## src/rtl/gttf_pkg.sv

```systemverilog
// Package for the guarded transition table state machine.
// Holds shared constants, action and compare codes, and the slot record type.
package gttf_pkg;
	localparam int NumSlotsDef    = 32;
	localparam int NumStatesDef   = 16;
	localparam int NumTriggersDef = 16;
	localparam int NumVarsDef     = 16;
	localparam logic [31:0] TimeMax = 32'h7fff_ffff;

	typedef enum logic [2:0] {
		ACT_TICK    = 3'd0,
		ACT_TRIGGER = 3'd1,
		ACT_JUMP    = 3'd2,
		ACT_SETVAR  = 3'd3,
		ACT_WRSLOT  = 3'd4,
		ACT_START   = 3'd5,
		ACT_NOP6    = 3'd6,
		ACT_NOP7    = 3'd7
	} action_t;

	typedef enum logic [2:0] {
		CMP_LT = 3'd0, CMP_LE = 3'd1, CMP_GT = 3'd2, CMP_GE = 3'd3,
		CMP_NE = 3'd4, CMP_EQ = 3'd5, CMP_NONE = 3'd6, CMP_EQ7 = 3'd7
	} cmp_op_t;

	localparam logic [0:0] CfgInitialState = 1'b0;
	localparam logic [0:0] CfgStateCount   = 1'b1;

	typedef struct packed {
		logic [3:0]  src;
		logic [3:0]  dest;
		logic [4:0]  trig;
		logic [3:0]  var_idx;
		logic [2:0]  op;
		logic [31:0] value;
		logic [31:0] timeout;
	} slot_rec_t;

	// candidate hit latched while the cell row is scanned
	typedef struct packed {
		logic       hit;
		logic [3:0] dest;
		logic [4:0] trig;
	} scan_t;

	typedef enum logic [1:0] {ST_IDLE, ST_SCAN, ST_OUT} fsm_state_t;

	function automatic logic cmp_holds(input logic [2:0] op, input logic signed [31:0] lhs,
		input logic signed [31:0] rhs);
		logic r;
		unique case (op)
			CMP_LT:   r = lhs < rhs;
			CMP_LE:   r = lhs <= rhs;
			CMP_GT:   r = lhs > rhs;
			CMP_GE:   r = lhs >= rhs;
			CMP_NE:   r = lhs != rhs;
			CMP_NONE: r = 1'b1;
			default:  r = lhs == rhs;
		endcase
		return r;
	endfunction
endpackage

```

## src/rtl/gttf_cell.sv

```systemverilog
// One cell of the slot row: holds one transition slot and its valid bit.
// Depends on gttf_pkg; hands the slot record to its neighbor on each shift.
module gttf_cell import gttf_pkg::*; (
	input  logic      clk,
	input  logic      arst_n,
	input  logic      wr,
	input  slot_rec_t wr_rec,
	input  logic      shift,
	input  logic      prev_valid,
	input  slot_rec_t prev_rec,
	output logic      valid,
	output slot_rec_t rec
);
	logic      valid_q;
	slot_rec_t rec_q;

	always_ff @(posedge clk or negedge arst_n) begin
		if (!arst_n) begin
			valid_q <= 1'b0;
		end else if (wr) begin
			valid_q <= 1'b1;
		end else if (shift) begin
			valid_q <= prev_valid;
		end
	end

	always_ff @(posedge clk) begin
		if (wr) begin
			rec_q <= wr_rec;
		end else if (shift) begin
			rec_q <= prev_rec;
		end
	end

	assign valid = valid_q;
	assign rec   = rec_q;
endmodule

```

## src/rtl/gttf_eval.sv

```systemverilog
// Slot evaluator: tests the slot at the head of the row against the machine state.
// Depends on gttf_pkg; purely combinational.
module gttf_eval import gttf_pkg::*; #(
	parameter int NUM_TRIGGERS = NumTriggersDef,
	parameter int NUM_VARS     = NumVarsDef
) (
	input  logic                    valid,
	input  slot_rec_t               rec,
	input  logic [3:0]              active,
	input  logic [31:0]             tis,
	input  logic [NUM_TRIGGERS-1:0] pend,
	input  logic [31:0]             var_val,
	output logic                    hit
);
	logic trig_ok, time_ok, cmp_ok;
	always_comb begin
		trig_ok = 1'b1;
		for (int t = 0; t < NUM_TRIGGERS; t++) begin
			if (32'(rec.trig) == t) trig_ok = pend[t];
		end
		time_ok = rec.timeout[31] || (tis >= rec.timeout);
		cmp_ok  = cmp_holds(rec.op, (32'(rec.var_idx) < NUM_VARS) ? var_val : 32'd0,
			rec.value);
		hit = valid && (rec.src == active) && trig_ok && time_ok && cmp_ok;
	end
endmodule

```

## src/rtl/guarded_transition_table_fsm_core.sv

```systemverilog
// Guarded transition table state machine. Each input transfer yields exactly one
// result transfer. An item other than a tick while running goes straight from the
// accepting cycle to the result; a tick while running first scans the slot table,
// which is a row of cells that rotates one slot per cycle past a single evaluator,
// and a full revolution is always made so the row returns to its home order. The
// first matching slot of the revolution is taken. The result waits while the
// receiver holds off m_tready. One item is in flight at a time; the result is held
// in the state registers until taken.
module guarded_transition_table_fsm_core import gttf_pkg::*; #(
	parameter int NUM_SLOTS    = NumSlotsDef,
	parameter int NUM_STATES   = NumStatesDef,
	parameter int NUM_TRIGGERS = NumTriggersDef,
	parameter int NUM_VARS     = NumVarsDef
) (
	input  logic         clk,
	input  logic         arst_n,
	input  logic         s_tvalid,
	output logic         s_tready,
	// action[2:0] tick_amount[18:3] slot[23:19] state_id[27:24] dest_state[31:28]
	// trigger_id[36:32] var_index[40:37] compare_op[43:41] operand_value[75:44]
	// timeout[107:76], zero fill to 112
	input  logic [111:0] s_tdata,
	output logic         m_tvalid,
	input  logic         m_tready,
	// state_changed[0] current_state[4:1] running[5], zero fill to 8
	output logic [7:0]   m_tdata,
	input  logic         cfg_we,
	input  logic [0:0]   cfg_index,
	input  logic [4:0]   cfg_data
);
	localparam int SW = (NUM_SLOTS > 1) ? $clog2(NUM_SLOTS + 1) : 1;

	// unpack the input transfer
	logic [2:0]  in_action;  logic [15:0] in_tick;  logic [4:0] in_slot;
	logic [3:0]  in_state;   logic [3:0]  in_dest;  logic [4:0] in_trig;
	logic [3:0]  in_var;     logic [2:0]  in_op;
	logic [31:0] in_value;   logic [31:0] in_timeout;
	assign in_action  = s_tdata[2:0];
	assign in_tick    = s_tdata[18:3];
	assign in_slot    = s_tdata[23:19];
	assign in_state   = s_tdata[27:24];
	assign in_dest    = s_tdata[31:28];
	assign in_trig    = s_tdata[36:32];
	assign in_var     = s_tdata[40:37];
	assign in_op      = s_tdata[43:41];
	assign in_value   = s_tdata[75:44];
	assign in_timeout = s_tdata[107:76];

	logic [3:0]  initial_state_q;
	logic [4:0]  state_count_q;
	logic [3:0]  active_q;
	logic        running_q;
	logic [31:0] tis_q;
	logic [NUM_TRIGGERS-1:0] pend_q;
	logic [31:0] vars_q [NUM_VARS];
	fsm_state_t  st_q, st_d;
	logic [SW-1:0] cnt_q;
	scan_t       cand_q;
	logic        changed_q;

	logic accept;
	assign s_tready = (st_q == ST_IDLE);
	assign accept   = s_tvalid && s_tready;

	// jump and start qualifiers
	logic jump_ok, start_ok;
	assign jump_ok  = ({1'b0, in_state} < state_count_q) && (32'(in_state) < NUM_STATES);
	assign start_ok = (state_count_q != 5'd0);

	// cell row: cell 0 is the head; each shift moves every slot one cell toward the head and the head slot to the tail
	logic      cell_valid [NUM_SLOTS];
	slot_rec_t cell_rec   [NUM_SLOTS];
	slot_rec_t wr_rec;
	logic      shift;
	assign wr_rec = '{src: in_state, dest: in_dest, trig: in_trig, var_idx: in_var,
		op: in_op, value: in_value, timeout: in_timeout};
	assign shift = (st_q == ST_SCAN);

	for (genvar g = 0; g < NUM_SLOTS; g++) begin : g_cell
		localparam int Nx = (g + 1) % NUM_SLOTS;
		gttf_cell u_cell (
			.clk(clk), .arst_n(arst_n),
			.wr(accept && in_action == ACT_WRSLOT && 32'(in_slot) == g),
			.wr_rec(wr_rec), .shift(shift),
			.prev_valid(cell_valid[Nx]), .prev_rec(cell_rec[Nx]),
			.valid(cell_valid[g]), .rec(cell_rec[g])
		);
	end

	logic [31:0] var_val;
	logic        hit;
	always_comb begin
		var_val = 32'd0;
		for (int v = 0; v < NUM_VARS; v++) begin
			if (32'(cell_rec[0].var_idx) == v) var_val = vars_q[v];
		end
	end

	gttf_eval #(.NUM_TRIGGERS(NUM_TRIGGERS), .NUM_VARS(NUM_VARS)) u_eval (
		.valid(cell_valid[0]), .rec(cell_rec[0]), .active(active_q), .tis(tis_q),
		.pend(pend_q), .var_val(var_val), .hit(hit)
	);

	// next state
	always_comb begin
		st_d = st_q;
		unique case (st_q)
			ST_IDLE: if (accept) st_d = (in_action == ACT_TICK && running_q) ? ST_SCAN : ST_OUT;
			ST_SCAN: if (cnt_q == SW'(NUM_SLOTS - 1)) st_d = ST_OUT;
			ST_OUT:  if (m_tready) st_d = ST_IDLE;
			default: st_d = ST_IDLE;
		endcase
	end

	// outputs: the state registers are settled on entry to ST_OUT and hold there
	always_comb begin
		m_tvalid = (st_q == ST_OUT);
		m_tdata  = {2'b00, running_q, active_q, changed_q};
	end

	logic [32:0] tis_sum;
	assign tis_sum = {1'b0, tis_q} + {17'd0, in_tick};

	always_ff @(posedge clk or negedge arst_n) begin
		if (!arst_n) begin
			st_q <= ST_IDLE;
			initial_state_q <= '0; state_count_q <= '0;
			active_q <= '0; running_q <= 1'b0; tis_q <= '0; pend_q <= '0;
			for (int v = 0; v < NUM_VARS; v++) vars_q[v] <= '0;
			cnt_q <= '0; cand_q <= '0; changed_q <= 1'b0;
		end else begin
			st_q <= st_d;
			if (cfg_we) begin
				unique case (cfg_index)
					CfgInitialState: initial_state_q <= cfg_data[3:0];
					CfgStateCount:   state_count_q   <= cfg_data;
				endcase
			end
			if (accept) begin
				changed_q <= (in_action == ACT_JUMP && jump_ok) ||
					(in_action == ACT_START && start_ok);
				cnt_q     <= '0;
				cand_q    <= '0;
				unique case (in_action)
					ACT_TICK: if (running_q)
						tis_q <= (tis_sum > {1'b0, TimeMax}) ? TimeMax : tis_sum[31:0];
					ACT_TRIGGER: for (int t = 0; t < NUM_TRIGGERS; t++)
						if (32'(in_trig) == t) pend_q[t] <= 1'b1;
					ACT_JUMP: if (jump_ok) begin
						active_q <= in_state; tis_q <= '0; running_q <= 1'b1;
					end
					ACT_SETVAR: for (int v = 0; v < NUM_VARS; v++)
						if (32'(in_var) == v) vars_q[v] <= in_value;
					ACT_START: if (start_ok) begin
						active_q <= initial_state_q; tis_q <= '0; running_q <= 1'b1;
					end
					default: ;
				endcase
			end
			if (st_q == ST_SCAN) begin
				cnt_q <= cnt_q + SW'(1);
				// latch the first hit; hold until the row is home
				if (hit && !cand_q.hit)
					cand_q <= '{hit: 1'b1, dest: cell_rec[0].dest, trig: cell_rec[0].trig};
				if (cnt_q == SW'(NUM_SLOTS - 1)) begin
					if (hit || cand_q.hit) begin
						changed_q <= 1'b1;
						running_q <= 1'b1;
						tis_q     <= '0;
						active_q  <= cand_q.hit ? cand_q.dest : cell_rec[0].dest;
						for (int t = 0; t < NUM_TRIGGERS; t++)
							if (32'(cand_q.hit ? cand_q.trig : cell_rec[0].trig) == t)
								pend_q[t] <= 1'b0;
					end
				end
			end
		end
	end

	a_scan_run: assert property (@(posedge clk) disable iff (!arst_n)
		(st_q == ST_SCAN) |-> running_q) else $error("scan while stopped");
	a_hold: assert property (@(posedge clk) disable iff (!arst_n)
		(st_q == ST_OUT && !m_tready) |=> (st_q == ST_OUT)) else $error("result dropped");
	a_ready: assert property (@(posedge clk) disable iff (!arst_n)
		s_tready |-> !m_tvalid) else $error("ready while result pending");
endmodule
```

## config.mk

```make
export PLATFORM = sky130hd
export DESIGN_NAME = guarded_transition_table_fsm_core
export DESIGN_NICKNAME = d
export VERILOG_FILES = /design/src/rtl/gttf_pkg.sv /design/src/rtl/gttf_cell.sv /design/src/rtl/gttf_eval.sv /design/src/rtl/guarded_transition_table_fsm_core.sv
export SDC_FILE = /design/constraint.sdc
export NUM_CORES = 2
export LEC_CHECK = 0
export BUFFER_PORTS_ARGS = -buffer_cell sky130_fd_sc_hd__buf_4
export CAP_MARGIN = 20
export CORE_MARGIN = 10
export CORE_UTILIZATION = 50
export DETAILED_ROUTE_END_ITERATION = 10
export HOLD_SLACK_MARGIN = 0.1
export PLACE_DENSITY = 0.65
export REMOVE_ABC_BUFFERS = 1
export SETUP_SLACK_MARGIN = 0.2
export SYNTH_ARGS = -nofsm -noshare
export SYNTH_HDL_FRONTEND = slang
export SYNTH_SLANG_ARGS = --single-unit
```

## constraint.sdc

```tcl
create_clock -name clk -period 12.01 [get_ports clk]
set_input_delay 1.201 -clock clk [delete_from_list [all_inputs] [get_ports clk]]
set_output_delay 1.201 -clock clk [all_outputs]
set_load 0.01 [all_outputs]
```

**Word level (Yosys, flattened, before mapping)**

Cells that the tools add are included.

- Flip-flop bits (word level): 3313
- Word-level logic and storage cells: 764
- Input port bits: 123
- Output and inout bits: 10

- Add/subtract/negate cells: 2
- $lt $le $gt $ge: 7
- Bitwise gates (word level): 1
- Eq/ne operators: 125
- Muxes and demuxes: 237
- Reduce and logical (&&, ||, !) cells: 108

Operators by type and width:

| kind | number |
|---|---|
| $mux 84 | 64 |
| $mux 32 | 24 |
| $eq 32x4->1 const B | 7 |
| $eq 32x3->1 const B | 4 |
| $eq 5x4->1 const B | 25 |
| $mux 1 | 122 |
| $pmux 32 s3 | 1 |
| $eq 5x5->1 const B | 16 |
| $mux 16 | 5 |
| $reduce_bool 2->1 | 33 |
| $eq 32x2->1 const B | 2 |
| $eq 4x4->1 const B | 16 |
| $ge 32x32->1 | 2 |
| $eq 5x3->1 const B | 12 |
| $reduce_and 3->1 | 17 |
| $logic_and 1x1->1 | 42 |
| $add 32x16->33 | 1 |
| $gt 33x31->1 const B | 1 |
| $eq 32x1->1 const B | 1 |
| $eq 32x32->1 | 1 |
| $eq 4x3->1 const B | 8 |
| $gt 32x32->1 | 1 |
| $le 32x32->1 | 1 |
| $logic_not 32->1 | 1 |
| 35 further kinds | 73 |

**Logic depth before layout (Yosys ltp)**

- Depth in word-level cells: 24
- Depth in mapped cells: 24
- Depth with buffers taken out: 19

**Cells and area by module**

Synthesis repeated with hierarchy kept, for this count alone.

- Cell total of the unflattened synthesis: 8542
- Area total of the unflattened synthesis: 151454.0 µm²

By module, submodules not included:

| module | area an instance (µm²) | cells each | sequential area each (µm²) | times used |
|---|---|---|---|---|
| gttf_cell | 3774.9 | 182 | 2547.4 | 32 |
| guarded_transition_table_fsm_core | 28700.0 | 2447 | 14839.2 | 1 |
| gttf_eval | 1958.1 | 271 | 0.0 | 1 |

**Least setup slack after synthesis**

Ideal clock, no wire load.

- Path kind: input to register
- From: input s_tdata[1]
- To: register g_cell[23].u_cell.rec_q, in the netlist g_cell[23].u_cell.rec[0] (enable)
- Path buffers: 2
- Arrival time: 8.061 ns
- Setup time: 0.642 ns
- Required time: 11.368 ns
- Setup slack: 3.307 ns
- Cell stages on the path: 6
- Cell sequence: buf_2 nor2_1 and4b_1 buf_2 nand3_1 o21ai_0

- Cells in the longest elaborated chain, start to end: 4

Ends and longest elaborated chain:

| what | line | source |
|---|---|---|
| from (decl) | guarded_transition_table_fsm_core.sv:22 | `input logic [111:0] s_tdata,` |
| $eq 3x3->1 | guarded_transition_table_fsm_core.sv:83 | `.wr(accept && in_action == ACT_WRSLOT && 32'(in_slot) == g),` |
| $logic_and 1x1->1 (2 in series) | guarded_transition_table_fsm_core.sv:83 |  |
| $reduce_bool 2->1 (no line) | n/a |  |
| to (signal assigned) | gttf_cell.sv:29 | `rec_q <= wr_rec;` |
| to (signal assigned) | gttf_cell.sv:31 | `rec_q <= prev_rec;` |
| to (decl) | gttf_cell.sv:15 | `slot_rec_t rec_q;` |

Every way passes these cells.
A chain may end at the register's enable or synchronous reset.

**Worst setup path in the final report**

- From: register g_cell[0].u_cell.rec_q, in the netlist g_cell[0].u_cell.rec[68]
- To: register running_q

- Cells in the longest elaborated chain, start to end: 24
- Elaborated cells between the ends (all ways): 44
- Classes of those cells: 4 x order compare; 17 x eq/ne; 20 x mux; 3 x reduce/logical

Ends and longest elaborated chain:

| what | line | source |
|---|---|---|
| from (decl) | gttf_cell.sv:15 |  |
| from (signal assigned) | gttf_cell.sv:29 |  |
| from (signal assigned) | gttf_cell.sv:31 |  |
| $logic_not 4->1 | guarded_transition_table_fsm_core.sv:95 | `if (32'(cell_rec[0].var_idx) == v) var_val = vars_q[v];` |
| $mux 32 (15 in series) | guarded_transition_table_fsm_core.sv:95 |  |
| $mux 32 * | guarded_transition_table_fsm_core.sv:95 |  |
| $ge 32x32->1 (tied with other cells) | gttf_pkg.sv:55 | `CMP_GE: r = lhs >= rhs;` |
| $pmux 1 s6 * | gttf_pkg.sv:51 | `unique case (op)` |
| $logic_and 1x1->1 * | gttf_eval.sv:24 | `hit = valid && (rec.src == active) && trig_ok && time_ok && cmp_ok;` |
| $logic_or 1x1->1 * | guarded_transition_table_fsm_core.sv:166 | `if (hit \|\| cand_q.hit) begin` |
| $mux 1 * | guarded_transition_table_fsm_core.sv:166 |  |
| $mux 1 * | guarded_transition_table_fsm_core.sv:165 | `if (cnt_q == SW'(NUM_SLOTS - 1)) begin` |
| $mux 1 * | guarded_transition_table_fsm_core.sv:160 | `if (st_q == ST_SCAN) begin` |
| to (signal assigned) | guarded_transition_table_fsm_core.sv:150 | `active_q <= in_state; tis_q <= '0; running_q <= 1'b1;` |
| to (signal assigned) | guarded_transition_table_fsm_core.sv:155 | `active_q <= initial_state_q; tis_q <= '0; running_q <= 1'b1;` |
| to (signal assigned) | guarded_transition_table_fsm_core.sv:168 | `running_q <= 1'b1;` |
| to (decl) | guarded_transition_table_fsm_core.sv:52 | `logic running_q;` |

Mark *: on every way between the ends. The rest lies on a longest branch, timed or not.

==> impl_results.md <==
- Outcome: finished, final reports clean
- Clock-pin slew on the worst setup and hold paths: 60 ps
- Synth area leader: edfxtp_1
- Mux cell area share after synthesis: 24.7%
- Comb power frac: under 10%
- Bufs on Longest Clock Path: 4
- First-pass GRT wire length: 566 mm
- Minimum hold slack: 383 ps
- Nets@finish: approximately 9000
- Clock skew: 59.3 ps
- Sw Ratio: 23.2%
- DP Wirelength: roughly 210 mm
- RSZ-0062 raised after global routing: false
- Placed cells: about 12000
- Synth top area cells: edfxtp_1, mux2_2, dfrtp_1
- Die Area: 0.309 sq mm
- Worst-Skew Late Latency: 940 ps
- Routed Antenna Nets: 0
- Final Hold Vio Count: 0
- EDFF count, synth: 2688
- Sequential-to-total area share from yosys stat: 67.0%
- Post-Synth Adder-Cell Area: 0.745%
- Syn Area/Cell: 16.4 sq um
- TNS Setup: 0 ps
- Clock power frac: between 40% and 50%
- Final period util: 64.6%
- Clock H-tree levels: 5
- Synth Area in XOR/XNOR: 0.0975%
- Crit path kind: reg2reg
- Number of DRC violations after detailed-routing iteration 0: 8005
- Synth-to-layout area growth: 11.1%
- DIE WIDTH: approximately 560 um
- Drc violations: 0
- Die height: 556 um
- Via density: 6.26
- Post-CTS Setup Bufs: 0
- Rows: 196
- Gpl congestion: 0.829
- Worst Max-Slew Pin Slew: 1200 ps
- Ys async rst share: 18.9%
- CTS tree: done
- PwrDens: 162 mW/mm^2
- Post-synth top area share: 56.1%
- All-Layer GR Usage: 24.3%
- Hold buffers post-CTS: 0
- WP data required: 12820 ps
- TritonRoute pass-1 iters: 6
- Cts bufs inserted: 349
- Core ar.: ~0.29 sq mm
- Vias: 79300
- GR Overflow Total: 0
- Layout cells sized above 1: ~45%
- Relative slew slack: around 20%
- Crit path capture type: register
- Multi-input logic area: 0.0447 sq mm
- Port bufs: 126
- CP startpoint kind: register
- Crit path from: g_cell[0].u_cell.rec[68]
- CTS-repair resized insts: 0
- Yosys Warn Count: 0
- Compound-Gate Fraction of Synth Area: 2.87%
- Vias in the first global route: roughly 80000
- Non-Filler Instances: 12700
- Count of different cell masters after synthesis: 72
- Wirelength per Cell: 30.6 um
- Hold Crit Class: in2async
- Setup Viol. Count Final: 0
- Largest family of logic cells by synthesized area: multiplexers
- R2r setup slk: between 4000 and 5000 ps
- Crit path max fanout: 38
- Final Max Slew Viols: 0
- Cells after Synth: 8763
- Starting density of the core: between 50% and 60%
- Max cap viols: 0
- Reg2reg start: g_cell[0].u_cell.rec[68]
- Int Pwr: about 0.020 W
- Clock Root Buffer: clkbuf_16
- CTS Sinks: 3313
- Critical Path AT: 8570 ps
- Part of the power in registers: around 52%
- VDD IR max: 0.000111 V
- Maximum number of pins on one net before global-route repair: 166
- Register area: slightly below 0.1 sq mm
- Most common cell after layout, fill and taps aside: mux2_2
- Mapped cell area: approximately 0.14 sq mm
- Max Clock Freq: around 0.13 GHz
- Final Util: 55.9%
- Filler cell count: 21900
- NetSw: 0.00602 W
- Post-route minimum period: just under 8000 ps
- Lkg Pwr: 57.5 nW
- Post-Synth Simple-Gate Area: 2.15%
- Most used cells in the layout excluding fill and tap cells: mux2_2, edfxtp_1, dfrtp_1
- #FFs+latches synth: 3313
- Most used DFF post-synth: edfxtp_1
- Ports: roughly 130
- Drt total wl: between 300 and 400 mm
- Initial antenna violation count: 11
[sequential cells by signal, summed over array words and instances, names as in the netlist]
name / flops
g_cell.u_cell.rec: 2688
st_q: 2
active_q: 4
state_count_q: 5
pend_q: 16
initial_state_q: 4
cand_q: 10
tis_q: 32
g_cell.u_cell.valid: 32
changed_q: 1
cnt_q: 6
running_q: 1
vars_q: 512
[area by class of cell]
type	count	share of cell area (%)
sequential	3313	60.3
multi-input combinational	4577	28.0
clock buffer	455	5.93
tap	3762	2.95
timing repair buffer	285	1.44
clock inverter	185	1.16
inverter	97	0.228
antenna	6	0.00940
[synth_stat cells, types with 38 or more instances]
master and count:
a22oi_1 97, nand4_1 38, mux2_2 3134, a21oi_1 119
clkbuf_1 539, ha_1 84, o21ai_0 191, buf_2 68
nand3_1 74, edfxtp_1 2688, nand2_1 339, nor2_1 116
buf_1 164, inv_1 97, dfrtp_1 625
[metal layers]
| metal | share of wire, % | up-vias | global-route usage [%] |
|---|---|---|---|
| met1 | 44 | 42400 | 35.3 |
| li1 | - | 33200 | - |
| met2 | 46 | 3050 | 37.7 |
| met4 | 3.5 | 2 | 8.05 |
| met5 | 0.0031 | - | 0 |
| met3 | 6.8 | 717 | 3.69 |
[cells by family (layout without fill, tap and decap cells)]
logic type | after synthesis | count (layout)
xor gates and xnor gates | 16 | 16
other | 1 | 8
DFF | 3313 | 3313
buffers and inverters | 874 | 1022
and+or+nand+nor | 687 | 687
AOI/OAI and AO/OA | 630 | 630
muxes | 3157 | 3157
adders and majority gates | 85 | 85
[stage by stage]
| stage | instance area (sq um) | power (W) | setup slack [ps] |
|---|---|---|---|
| 2_1_floorplan | 141000 | 0.0145 | 3080 |
| 3_3_place_gp | 148000 | 0.0153 | 4430 |
| 3_5_place_dp | 148000 | 0.0153 | 4490 |
| 4_1_cts | 160000 | 0.0260 | 4490 |
| 5_1_grt | 160000 | 0.0267 | 4230 |
| 6_report | 160000 | 0.0259 | 4250 |
[final timing paths]
kind                                           to  depth (start not counted)
max                                     running_q                         21
min                                   vars_q[464]                          1
max reg2reg                             running_q                         21
min reg2reg                g_cell[7].u_cell.valid                          2
max in group asynchronous                tis_q[7]                          3
min in group clk                 state_count_q[4]                          2
[critical path: stages (launching register included)]
cell	delay [ps]
edfxtp_1	320
buf_4	330
buf_4	490
nand2b_1	330
nor2_2	670
buf_4	520
a222oi_1	190
nand4_1	140
o21ai_0	150
a31oi_1	390
a221o_1	180
ha_1	300
a21oi_1	350
a21boi_0	180
o221ai_1	240
o211ai_1	240
nor3_1	930
o32ai_1	340
a31oi_2	500
nor3_4	70
buf_4	320
or3_1	400
[power groups by stage]
| stage | registers [W] | logic [W] | clock network (W) |
|---|---|---|---|
| 5_1_grt | 0.0134 | 0.00188 | 0.0114 |
| 3_5_place_dp | 0.0136 | 0.00173 | 0 |
| 2_1_floorplan | 0.0136 | 0.000933 | 0 |
| 3_3_place_gp | 0.0136 | 0.00168 | 0 |
| 6_report | 0.0134 | 0.00175 | 0.0108 |
| 4_1_cts | 0.0134 | 0.00174 | 0.0109 |
Power figures use the tool's default switching activity.
